$ cat src/rtl/tcpq_pkg.sv
// ----------------------------------------------------------------------------
// Three-class priority queue package
// Shared types, codes and constants for the three-class priority queue.
// ----------------------------------------------------------------------------
package tcpq_pkg;

    localparam int QUEUE_DEPTH_DEF = 16;
    localparam int NUM_QUEUES      = 3;
    localparam int AGE_W           = 7;
    localparam int TAG_W           = 16;
    localparam int CONTACT_W       = 40;
    localparam int CFG_INDEX_W     = 1;

    localparam logic [AGE_W-1:0] ELDER_AGE_MIN_RST = 7'd75;
    localparam logic [AGE_W-1:0] CHILD_AGE_MAX_RST = 7'd4;

    // Register indexes on the configuration port.
    localparam logic [CFG_INDEX_W-1:0] REG_ELDER_AGE_MIN = 1'b0;
    localparam logic [CFG_INDEX_W-1:0] REG_CHILD_AGE_MAX = 1'b1;

    // Operation codes.
    localparam logic [1:0] OP_ADMIT  = 2'd0;
    localparam logic [1:0] OP_SERVE  = 2'd1;
    localparam logic [1:0] OP_URGENT = 2'd2;
    localparam logic [1:0] OP_NONE   = 2'd3;

    // Result status codes.
    localparam logic [1:0] STATUS_ADMITTED = 2'd0;
    localparam logic [1:0] STATUS_SERVED   = 2'd1;
    localparam logic [1:0] STATUS_EMPTY    = 2'd2;
    localparam logic [1:0] STATUS_FULL     = 2'd3;

    // Queue classes.
    localparam logic [1:0] CLASS_HIGH   = 2'd0;
    localparam logic [1:0] CLASS_CHILD  = 2'd1;
    localparam logic [1:0] CLASS_NORMAL = 2'd2;

    typedef struct packed {
        logic [1:0]           operation;
        logic [AGE_W-1:0]     age_value;
        logic [TAG_W-1:0]     record_tag;
        logic [CONTACT_W-1:0] contact_value;
    } in_item_t;

    typedef struct packed {
        logic [1:0]           status;
        logic [1:0]           served_class;
        logic [AGE_W-1:0]     out_age;
        logic [TAG_W-1:0]     out_tag;
        logic [CONTACT_W-1:0] out_contact;
    } out_item_t;

    typedef struct packed {
        logic [AGE_W-1:0]     age;
        logic [TAG_W-1:0]     tag;
        logic [CONTACT_W-1:0] contact;
    } rec_t;

    localparam int REC_W = $bits(rec_t);

    // Commands from the controller to the datapath.
    typedef struct packed {
        logic load_item;     // capture the accepted input transaction
        logic do_exec;       // update pointers and counts, write or read the store
        logic out_load_exec; // load a result that needs no store read
        logic out_load_read; // load a served record from the store read data
    } ctrl_cmd_t;

    // Status from the datapath to the controller.
    typedef struct packed {
        logic is_nop;
        logic serve_hit;
        logic out_free;
    } dpath_status_t;

endpackage

$ cat src/rtl/tcpq_ram.sv
// ----------------------------------------------------------------------------
// Generic single-port-write RAM
// One write port and one read port with registered read data.
// ----------------------------------------------------------------------------
module tcpq_ram #(
    parameter int WIDTH = 8,
    parameter int DEPTH = 16
) (
    input  logic                     clk,
    input  logic                     wr_en,
    input  logic [$clog2(DEPTH)-1:0] wr_addr,
    input  logic [WIDTH-1:0]         wr_data,
    input  logic                     rd_en,
    input  logic [$clog2(DEPTH)-1:0] rd_addr,
    output logic [WIDTH-1:0]         rd_data
);

    logic [WIDTH-1:0] mem [DEPTH];

    always_ff @(posedge clk)
    begin
        if (wr_en)
        begin
            mem[wr_addr] <= wr_data;
        end
        if (rd_en)
        begin
            rd_data <= mem[rd_addr];
        end
    end

endmodule

$ cat src/rtl/tcpq_ctrl.sv
// ----------------------------------------------------------------------------
// Three-class priority queue controller
// Sequences each transaction through capture, execute and, for a successful serve, store read.
// ----------------------------------------------------------------------------
module tcpq_ctrl (
    input  logic                   clk,
    input  logic                   rst_n,
    input  logic                   item_valid,
    output logic                   item_stall,
    input  tcpq_pkg::dpath_status_t stat,
    output tcpq_pkg::ctrl_cmd_t    cmd
);

    import tcpq_pkg::*;

    typedef enum logic [2:0] {
        ST_IDLE = 3'b001,
        ST_EXEC = 3'b010,
        ST_READ = 3'b100
    } state_t;

    state_t state_reg;
    state_t state_next;

    assign item_stall = (state_reg != ST_IDLE);

    always_comb
    begin
        state_next = state_reg;
        cmd        = '0;
        case (state_reg)
            ST_IDLE:
            begin
                if (item_valid)
                begin
                    cmd.load_item = 1'b1;
                    state_next    = ST_EXEC;
                end
            end
            ST_EXEC:
            begin
                if (stat.is_nop)
                begin
                    state_next = ST_IDLE;
                end
                else if (stat.serve_hit)
                begin
                    // The store read is issued now; the result is loaded in ST_READ once the result register is free.
                    cmd.do_exec = 1'b1;
                    state_next  = ST_READ;
                end
                else if (stat.out_free)
                begin
                    cmd.do_exec       = 1'b1;
                    cmd.out_load_exec = 1'b1;
                    state_next        = ST_IDLE;
                end
            end
            ST_READ:
            begin
                if (stat.out_free)
                begin
                    cmd.out_load_read = 1'b1;
                    state_next        = ST_IDLE;
                end
            end
            default:
            begin
                state_next = ST_IDLE;
            end
        endcase
    end

    always_ff @(posedge clk or negedge rst_n)
    begin
        if (!rst_n)
        begin
            state_reg <= ST_IDLE;
        end
        else
        begin
            state_reg <= state_next;
        end
    end

endmodule

$ cat src/rtl/tcpq_dpath.sv
// ----------------------------------------------------------------------------
// Three-class priority queue datapath
// Thresholds, circular-buffer pointers, record stores and the result register.
// ----------------------------------------------------------------------------
module tcpq_dpath #(
    parameter int QUEUE_DEPTH = tcpq_pkg::QUEUE_DEPTH_DEF
) (
    input  logic                                clk,
    input  logic                                rst_n,
    input  logic                                cfg_valid,
    input  logic [tcpq_pkg::CFG_INDEX_W-1:0]    cfg_index,
    input  logic [tcpq_pkg::AGE_W-1:0]          cfg_data,
    input  tcpq_pkg::in_item_t                  item,
    output logic                                result_valid,
    input  logic                                result_stall,
    output tcpq_pkg::out_item_t                 result,
    input  tcpq_pkg::ctrl_cmd_t                 cmd,
    output tcpq_pkg::dpath_status_t             stat
);

    import tcpq_pkg::*;

    localparam int PTR_W = $clog2(QUEUE_DEPTH);
    localparam int CNT_W = $clog2(QUEUE_DEPTH + 1);
    localparam logic [PTR_W:0]   DEPTH_EXT = (PTR_W + 1)'(QUEUE_DEPTH);
    localparam logic [CNT_W-1:0] DEPTH_CNT = CNT_W'(QUEUE_DEPTH);
    localparam logic [PTR_W-1:0] LAST_SLOT = PTR_W'(QUEUE_DEPTH - 1);

    logic [AGE_W-1:0] elder_age_min_reg;
    logic [AGE_W-1:0] child_age_max_reg;

    in_item_t item_reg;

    logic [PTR_W-1:0] head_reg  [NUM_QUEUES];
    logic [PTR_W-1:0] head_next [NUM_QUEUES];
    logic [CNT_W-1:0] count_reg [NUM_QUEUES];
    logic [CNT_W-1:0] count_next[NUM_QUEUES];

    logic [PTR_W-1:0] tail_slot [NUM_QUEUES];
    logic [PTR_W-1:0] prev_slot [NUM_QUEUES];
    logic [PTR_W-1:0] succ_slot [NUM_QUEUES];
    logic [PTR_W:0]   tail_sum  [NUM_QUEUES];
    logic [REC_W-1:0] rd_data   [NUM_QUEUES];

    logic [NUM_QUEUES-1:0] nonempty;
    logic [NUM_QUEUES-1:0] full_q;
    logic [NUM_QUEUES-1:0] adm_sel;
    logic [NUM_QUEUES-1:0] srv_sel;
    logic [NUM_QUEUES-1:0] wr_en;
    logic [NUM_QUEUES-1:0] rd_en;

    logic       is_serve;
    logic       is_urgent;
    logic       is_admit;
    logic [1:0] adm_q;
    logic [1:0] srv_q;
    logic       adm_full;
    logic [1:0] srv_q_reg;
    rec_t       wr_rec;
    rec_t       served_rec;

    out_item_t exec_result;
    out_item_t result_reg;
    logic      result_valid_reg;
    logic      out_free;

    // Configuration registers.
    always_ff @(posedge clk or negedge rst_n)
    begin
        if (!rst_n)
        begin
            elder_age_min_reg <= ELDER_AGE_MIN_RST;
            child_age_max_reg <= CHILD_AGE_MAX_RST;
        end
        else if (cfg_valid)
        begin
            case (cfg_index)
                REG_ELDER_AGE_MIN: elder_age_min_reg <= cfg_data;
                REG_CHILD_AGE_MAX: child_age_max_reg <= cfg_data;
                default:           ;
            endcase
        end
    end

    always_ff @(posedge clk)
    begin
        if (cmd.load_item)
        begin
            item_reg <= item;
        end
    end

    // Decode of the captured transaction.
    always_comb
    begin
        for (int i = 0; i < NUM_QUEUES; i++)
        begin
            nonempty[i] = (count_reg[i] != '0);
            full_q[i]   = (count_reg[i] == DEPTH_CNT);
        end

        is_serve  = (item_reg.operation == OP_SERVE);
        is_urgent = (item_reg.operation == OP_URGENT);
        is_admit  = (item_reg.operation == OP_ADMIT) || is_urgent;

        if (is_urgent || (item_reg.age_value >= elder_age_min_reg))
        begin
            adm_q = CLASS_HIGH;
        end
        else if (item_reg.age_value <= child_age_max_reg)
        begin
            adm_q = CLASS_CHILD;
        end
        else
        begin
            adm_q = CLASS_NORMAL;
        end

        adm_sel = '0;
        case (adm_q)
            CLASS_HIGH:   adm_sel[0] = 1'b1;
            CLASS_CHILD:  adm_sel[1] = 1'b1;
            default:      adm_sel[2] = 1'b1;
        endcase

        // Strict priority: the lowest-numbered nonempty queue wins.
        srv_sel[0] = nonempty[0];
        srv_sel[1] = !nonempty[0] && nonempty[1];
        srv_sel[2] = !nonempty[0] && !nonempty[1] && nonempty[2];
        if (srv_sel[0])
        begin
            srv_q = CLASS_HIGH;
        end
        else if (srv_sel[1])
        begin
            srv_q = CLASS_CHILD;
        end
        else
        begin
            srv_q = CLASS_NORMAL;
        end

        adm_full = |(adm_sel & full_q);
    end

    // Per-queue pointer arithmetic. The tail sum stays below twice the depth,
    // so one compare and subtract wraps it.
    always_comb
    begin
        for (int i = 0; i < NUM_QUEUES; i++)
        begin
            tail_sum[i]  = {1'b0, head_reg[i]} + {1'b0, count_reg[i][PTR_W-1:0]};
            tail_slot[i] = (tail_sum[i] >= DEPTH_EXT) ? PTR_W'(tail_sum[i] - DEPTH_EXT)
                                                      : tail_sum[i][PTR_W-1:0];
            prev_slot[i] = (head_reg[i] == '0) ? LAST_SLOT : head_reg[i] - PTR_W'(1);
            succ_slot[i] = (head_reg[i] == LAST_SLOT) ? '0 : head_reg[i] + PTR_W'(1);

            wr_en[i] = cmd.do_exec && is_admit && adm_sel[i] && !full_q[i];
            rd_en[i] = cmd.do_exec && is_serve && srv_sel[i];

            head_next[i]  = head_reg[i];
            count_next[i] = count_reg[i];
            if (wr_en[i])
            begin
                count_next[i] = count_reg[i] + CNT_W'(1);
                if (is_urgent)
                begin
                    head_next[i] = prev_slot[i];
                end
            end
            else if (rd_en[i])
            begin
                count_next[i] = count_reg[i] - CNT_W'(1);
                head_next[i]  = succ_slot[i];
            end
        end
    end

    always_ff @(posedge clk or negedge rst_n)
    begin
        if (!rst_n)
        begin
            for (int i = 0; i < NUM_QUEUES; i++)
            begin
                head_reg[i]  <= '0;
                count_reg[i] <= '0;
            end
        end
        else
        begin
            for (int i = 0; i < NUM_QUEUES; i++)
            begin
                head_reg[i]  <= head_next[i];
                count_reg[i] <= count_next[i];
            end
        end
    end

    always_ff @(posedge clk)
    begin
        if (cmd.do_exec && is_serve)
        begin
            srv_q_reg <= srv_q;
        end
    end

    assign wr_rec.age     = item_reg.age_value;
    assign wr_rec.tag     = item_reg.record_tag;
    assign wr_rec.contact = item_reg.contact_value;

    for (genvar g = 0; g < NUM_QUEUES; g++)
    begin : g_store
        tcpq_ram #(
            .WIDTH (REC_W),
            .DEPTH (QUEUE_DEPTH)
        ) u_ram (
            .clk     (clk),
            .wr_en   (wr_en[g]),
            .wr_addr (is_urgent ? prev_slot[g] : tail_slot[g]),
            .wr_data (wr_rec),
            .rd_en   (rd_en[g]),
            .rd_addr (head_reg[g]),
            .rd_data (rd_data[g])
        );
    end

    always_comb
    begin
        case (srv_q_reg)
            CLASS_HIGH:  served_rec = rd_data[0];
            CLASS_CHILD: served_rec = rd_data[1];
            default:     served_rec = rd_data[2];
        endcase

        exec_result = '0;
        if (is_serve)
        begin
            exec_result.status       = STATUS_EMPTY;
            exec_result.served_class = CLASS_HIGH;
        end
        else
        begin
            exec_result.status       = adm_full ? STATUS_FULL : STATUS_ADMITTED;
            exec_result.served_class = adm_q;
        end
    end

    // Result register: holds a finished result while the consumer stalls.
    assign out_free = !result_valid_reg || !result_stall;

    always_ff @(posedge clk or negedge rst_n)
    begin
        if (!rst_n)
        begin
            result_valid_reg <= 1'b0;
        end
        else if (cmd.out_load_exec || cmd.out_load_read)
        begin
            result_valid_reg <= 1'b1;
        end
        else if (!result_stall)
        begin
            result_valid_reg <= 1'b0;
        end
    end

    always_ff @(posedge clk)
    begin
        if (cmd.out_load_exec)
        begin
            result_reg <= exec_result;
        end
        else if (cmd.out_load_read)
        begin
            result_reg.status       <= STATUS_SERVED;
            result_reg.served_class <= srv_q_reg;
            result_reg.out_age      <= served_rec.age;
            result_reg.out_tag      <= served_rec.tag;
            result_reg.out_contact  <= served_rec.contact;
        end
    end

    assign result_valid   = result_valid_reg;
    assign result         = result_reg;
    assign stat.is_nop    = (item_reg.operation == OP_NONE);
    assign stat.serve_hit = is_serve && (|nonempty);
    assign stat.out_free  = out_free;

endmodule

$ cat src/rtl/three_class_priority_queue.sv
// Sequence: each transaction is captured, then executed. An admit or an empty serve
// loads its result when executed, a successful serve from the store read in ST_READ;
// a load waits while the result is stalled. An ignored operation ends with no result.
// A new transaction is taken only once the last is done (item_stall is raised meanwhile).
// Reset (rst_n, asynchronous) clears pointers, counts and the result valid, restores
// the thresholds to 75 and 4, and leaves the record stores unwritten.
// ----------------------------------------------------------------------------
// Three-class priority queue
// Strict-priority record queue: three circular FIFO classes, urgent admits at the head.
// ----------------------------------------------------------------------------
module three_class_priority_queue #(
    parameter int QUEUE_DEPTH = tcpq_pkg::QUEUE_DEPTH_DEF
) (
    input  logic                             clk,
    input  logic                             rst_n,
    input  logic                             item_valid,
    output logic                             item_stall,
    input  tcpq_pkg::in_item_t               item,
    output logic                             result_valid,
    input  logic                             result_stall,
    output tcpq_pkg::out_item_t              result,
    input  logic                             cfg_valid,
    output logic                             cfg_ready,
    input  logic [tcpq_pkg::CFG_INDEX_W-1:0] cfg_index,
    input  logic [tcpq_pkg::AGE_W-1:0]       cfg_data
);

    import tcpq_pkg::*;

    ctrl_cmd_t     cmd;
    dpath_status_t stat;

    assign cfg_ready = 1'b1;

    tcpq_ctrl u_ctrl (
        .clk        (clk),
        .rst_n      (rst_n),
        .item_valid (item_valid),
        .item_stall (item_stall),
        .stat       (stat),
        .cmd        (cmd)
    );

    tcpq_dpath #(
        .QUEUE_DEPTH (QUEUE_DEPTH)
    ) u_dpath (
        .clk          (clk),
        .rst_n        (rst_n),
        .cfg_valid    (cfg_valid && cfg_ready),
        .cfg_index    (cfg_index),
        .cfg_data     (cfg_data),
        .item         (item),
        .result_valid (result_valid),
        .result_stall (result_stall),
        .result       (result),
        .cmd          (cmd),
        .stat         (stat)
    );

endmodule

$ cat config.mk
export PLATFORM = sky130hd
export DESIGN_NAME = three_class_priority_queue
export DESIGN_NICKNAME = d
export VERILOG_FILES = /design/src/rtl/tcpq_pkg.sv /design/src/rtl/tcpq_ram.sv /design/src/rtl/tcpq_ctrl.sv /design/src/rtl/tcpq_dpath.sv /design/src/rtl/three_class_priority_queue.sv
export SDC_FILE = /design/constraint.sdc
export NUM_CORES = 2
export LEC_CHECK = 0
export BUFFER_PORTS_ARGS = -buffer_cell sky130_fd_sc_hd__buf_2
export CORE_MARGIN = 1
export CORE_UTILIZATION = 56
export CTS_CLUSTER_DIAMETER = 50
export DETAILED_ROUTE_END_ITERATION = 10
export GPL_ROUTABILITY_DRIVEN = 0
export PLACE_DENSITY_LB_ADDON = 0.2
export SETUP_SLACK_MARGIN = 0.02
export SLEW_MARGIN = 10
export SYNTH_ARGS = -nofsm -noshare
export SYNTH_HDL_FRONTEND = slang
export SYNTH_SLANG_ARGS = --single-unit
$ cat constraint.sdc
create_clock -name clk -period 8.8 [get_ports clk]
set_input_delay 1.32 -clock clk [delete_from_list [all_inputs] [get_ports clk]]
set_output_delay 1.32 -clock clk [all_outputs]
set_load 0.03 [all_outputs]
==> flow_metrics.py <==
metrics = {
    "placement": {
        "place_inst": 8348,
        "place_hpwl_um": 187000,
        "pre_cts_slack_ps": 3420,
        "port_buffers": 146,
        "placedInstanceArea_um2": 133000,
    },
    "sta": {
        "final_max_tran_viols": 0,
        "timing.final.hold_violations": 0,
        "timing.final.ws_setup_ps": 3410,
        "worst_pin_slew_ps": 1310,
        "layout_worst_path_cycle_share": 0.613,
        "timing.slew.headroom": 0.120,
        "timing.clock.skew_ps": 63.7,
        "rsz_0062_raised_after_global_routing": "no",
        "fin_tns_setup_ps": 0,
        "period_minus_slack_ps": 5390,
        "fmax_mhz": 185,
        "setup_viol": 0,
    },
    "global_route": {
        "wire_length_of_the_first_global_routing_pass_um": 455000,
        "grt_antenna_before_repair": 33,
        "grt_start_max_net_pins": 135,
        "grt_util_all_layers": 0.284,
        "first_global_vias": 58900,
        "globalRouteOverflowTotal": 0,
    },
    "worst_setup_path": {
        "regToRegSetupSlack_ps": 3410,
        "worst-endpoint-required_ps": 9390,
        "worstRegToRegCells": 6,
        "startpoint_to_endpoint_class_of_the_critical_path": "reg -> reg",
        "r2r_end": "u_dpath.g_store[2].u_ram.mem[2][16]",
        "critPathCaptureType": "flip-flop",
        "maximum_net_fanout_on_the_critical_path": 66,
        "r2r_path_start": "u_dpath.head_reg[1]",
        "setup.worst_path.start": "u_dpath.head_reg[1]",
        "worst-endpoint-arrival_ps": 5980,
        "timing.critical_path.from_type": "flip-flop",
    },
    "layout": {
        "area_growth_syn_to_layout_pct": 13.4,
        "most-common-layout-cells": "edfxtp_1 (3284), mux4_2 (945), clkbuf_16 (380)",
        "largest_register_ffs": 3024,
        "layout.filler_cells": 14700,
        "drive_gt1_frac": 0.317,
        "final_area_um2": 145000,
        "final_cells": 9020,
        "layout.cells.most_common": "edfxtp_1",
        "final_net_count": 5833,
        "utilization": 0.639,
    },
    "synth": {
        "synthesized_area_divided_by_synthesized_cell_count_um2": 24.2,
        "synth.area.mux_share": 0.173,
        "synth_warnings": 0,
        "yosys_register_bits": 3392,
        "synth_largest_area_cell": "edfxtp_1",
        "synth_compound_area_frac": 0.0120,
        "async_flop_share": 0.0133,
        "synth_nets": 5413,
        "yosys.area_share.adder": 0.00469,
        "synth-seq-area-share": 0.789,
        "synth-edff-count": 3284,
        "synthesis.area_um2": 128000,
        "synth_cells": 5290,
        "ys_top_cells_by_area": "edfxtp_1 (77%), mux4_2 (17%), dfxtp_1 (0.99%), dfrtp_1 (0.76%), mux2i_1 (0.56%)",
        "post_synth_num_cell_types": 64,
        "post-synth-top-area-fraction": 0.770,
        "synthFlopType": "edfxtp_1",
        "synth-simple-area-share": 0.0101,
        "synth_top_family_by_area": "multiplexers",
        "synthXorXnorAreaFrac": 0.00130,
    },
    "pwr": {
        "p_switching_w": 0.00865,
        "power.sequential.fraction": 0.490,
        "power-per-cell-area_nw_per_um2": 259,
        "total_leakage_power_nw": 45.7,
        "comb_power_share": 0.103,
        "p_sw_frac": 0.230,
        "cell_internal_pwr_w": 0.0289,
        "power_frac_clock": 0.408,
        "vdd.ir_drop.worst_mv": 0.211,
    },
    "clock_network": {
        "numCtsBuffers": 369,
        "post_cts.resized_instances": 0,
        "tritoncts": "yes",
        "cts.hold.buffers_added": 0,
        "clk_root_buffer_cell": "clkbuf_16",
        "htreeDepth": 5,
        "ctsLongestPathBuffers": 4,
        "cts.reportedPaths.clkPinSlew_ps": 60,
        "latest_clock_arrival_within_the_worst_skew_pair_ps": 970,
        "clkSinkCount": 3392,
        "count_of_buffers_added_by_post_cts_timing_repair_for_setup": 0,
    },
    "route": {
        "drt-initial-drc-count": 8558,
        "routed_wl_um": 322000,
        "routed_via_density": 6.65,
        "route.vias.total": 60000,
        "postRouteAntennaNets": 0,
        "post-route-drc-count": 0,
        "routedWlPerCell_um": 35.7,
        "dr.pass1.iters": 5,
    },
    "run_status": {
        "status": "finished clean",
    },
    "flow_run": {
        "timing.max_cap.violations": 0,
    },
    "floorplan": {
        "initial_standard_cell_utilization_of_the_core": 0.563,
        "die-area_um2": 231000,
        "io_pins": 148,
        "floorplan.die.height_um": 480,
        "dieWidth_um": 480,
        "placement_rows": 175,
        "core-area_um2": 227000,
    },
    "min_path": {
        "hold_path_class": "reg -> reg",
        "timing.hold.worst.start": "u_dpath.result[49]",
        "min_path_cells": 1,
        "hold_end": "u_dpath.result[49]",
    },
}
==> cells in the mapped netlist (6+ instances only) <==
cell and n:
xnor2_1 13, inv_1 36, nor3b_1 9, mux2_2 14
xor2_1 6, nand2_1 122, o21a_1 7, buf_2 29
dfxtp_1 63, dfrtp_1 39, dfstp_2 6, and3_1 6
a21o_1 13, nand3b_1 6, buf_6 7, nor4_1 10
edfxtp_1 3284, o21ai_0 88, buf_1 60, clkbuf_1 167
nor2_1 56, a21oi_1 24, nand2b_1 6, a22o_1 63
ha_1 40, mux4_2 945, nand3_1 21, mux2i_1 72
==> metrics by stage <==
step           hold WS, ps  power, W
2_1_floorplan          478    0.0213
3_3_place_gp           458    0.0225
3_5_place_dp           462    0.0226
4_1_cts                458    0.0378
5_1_grt                483    0.0386
6_report               475    0.0376
==> routing by layer <==
metal | part of all wire | global-route usage | vias up
met4 | 0.027 | 0.0841 | 6
met2 | 0.47 | 0.427 | 3392
met3 | 0.10 | 0.0562 | 457
met1 | 0.40 | 0.429 | 32600
li1 | - | - | 23600
met5 | 0.00014 | 0 | -
==> critical path, cell delays in order (launching register included) <==
cell     delay (ps)
dfrtp_4        1060
inv_1           300
fa_1            550
mux2i_1         890
nand3_1         540
nor2_4          850
buf_4           680
==> cells by family after synthesis <==
group / after synthesis
multiplexers: 1031
adder cells (fa/ha/maj): 45
flip-flops: 3392
buffers and inverters: 304
other: 1
XOR/XNOR: 19
AO/OA/AOI/OAI: 229
AND/OR/NAND/NOR: 269
==> worst max path at each step <==
| stage | endpoint | slack (ps) | cells after the start |
|---|---|---|---|
| floorplan | u_dpath.g_store[2].u_ram.mem[4][0] | -480 | 10 |
| global placement | u_dpath.g_store[0].u_ram.mem[5][11] | 3520 | 10 |
| detailed placement | u_dpath.g_store[2].u_ram.mem[2][16] | 3420 | 6 |
| CTS | u_dpath.g_store[2].u_ram.mem[2][28] | 3400 | 6 |
| global route | u_dpath.g_store[2].u_ram.mem[2][25] | 3230 | 6 |
| finish | u_dpath.g_store[2].u_ram.mem[2][16] | 3410 | 6 |
==> final cells by class <==
| cell class | instances | area (um2) | share of cell area |
|---|---|---|---|
| flip-flops and latches | 3392 | 101000 | 0.696 |
| multi-input cells | 1594 | 26100 | 0.180 |
| clock buffers | 457 | 9880 | 0.0680 |
| well taps | 3009 | 3760 | 0.0259 |
| clock inverters | 200 | 2130 | 0.0146 |
| repair buffers | 315 | 2090 | 0.0144 |
| inverters | 38 | 155 | 0.00107 |
| diodes | 15 | 37.5 | 0.000258 |
==> power by group through the flow <==
stage	Combinational (W)	Sequential, W	Clock [W]
floorplan	0.00248	0.0188	0
global placement	0.00381	0.0187	0
detailed placement	0.00387	0.0187	0
CTS	0.00388	0.0184	0.0155
global route	0.00409	0.0184	0.0161
finish	0.00386	0.0184	0.0153
No activity file was read; power rests on OpenSTA's default activity.
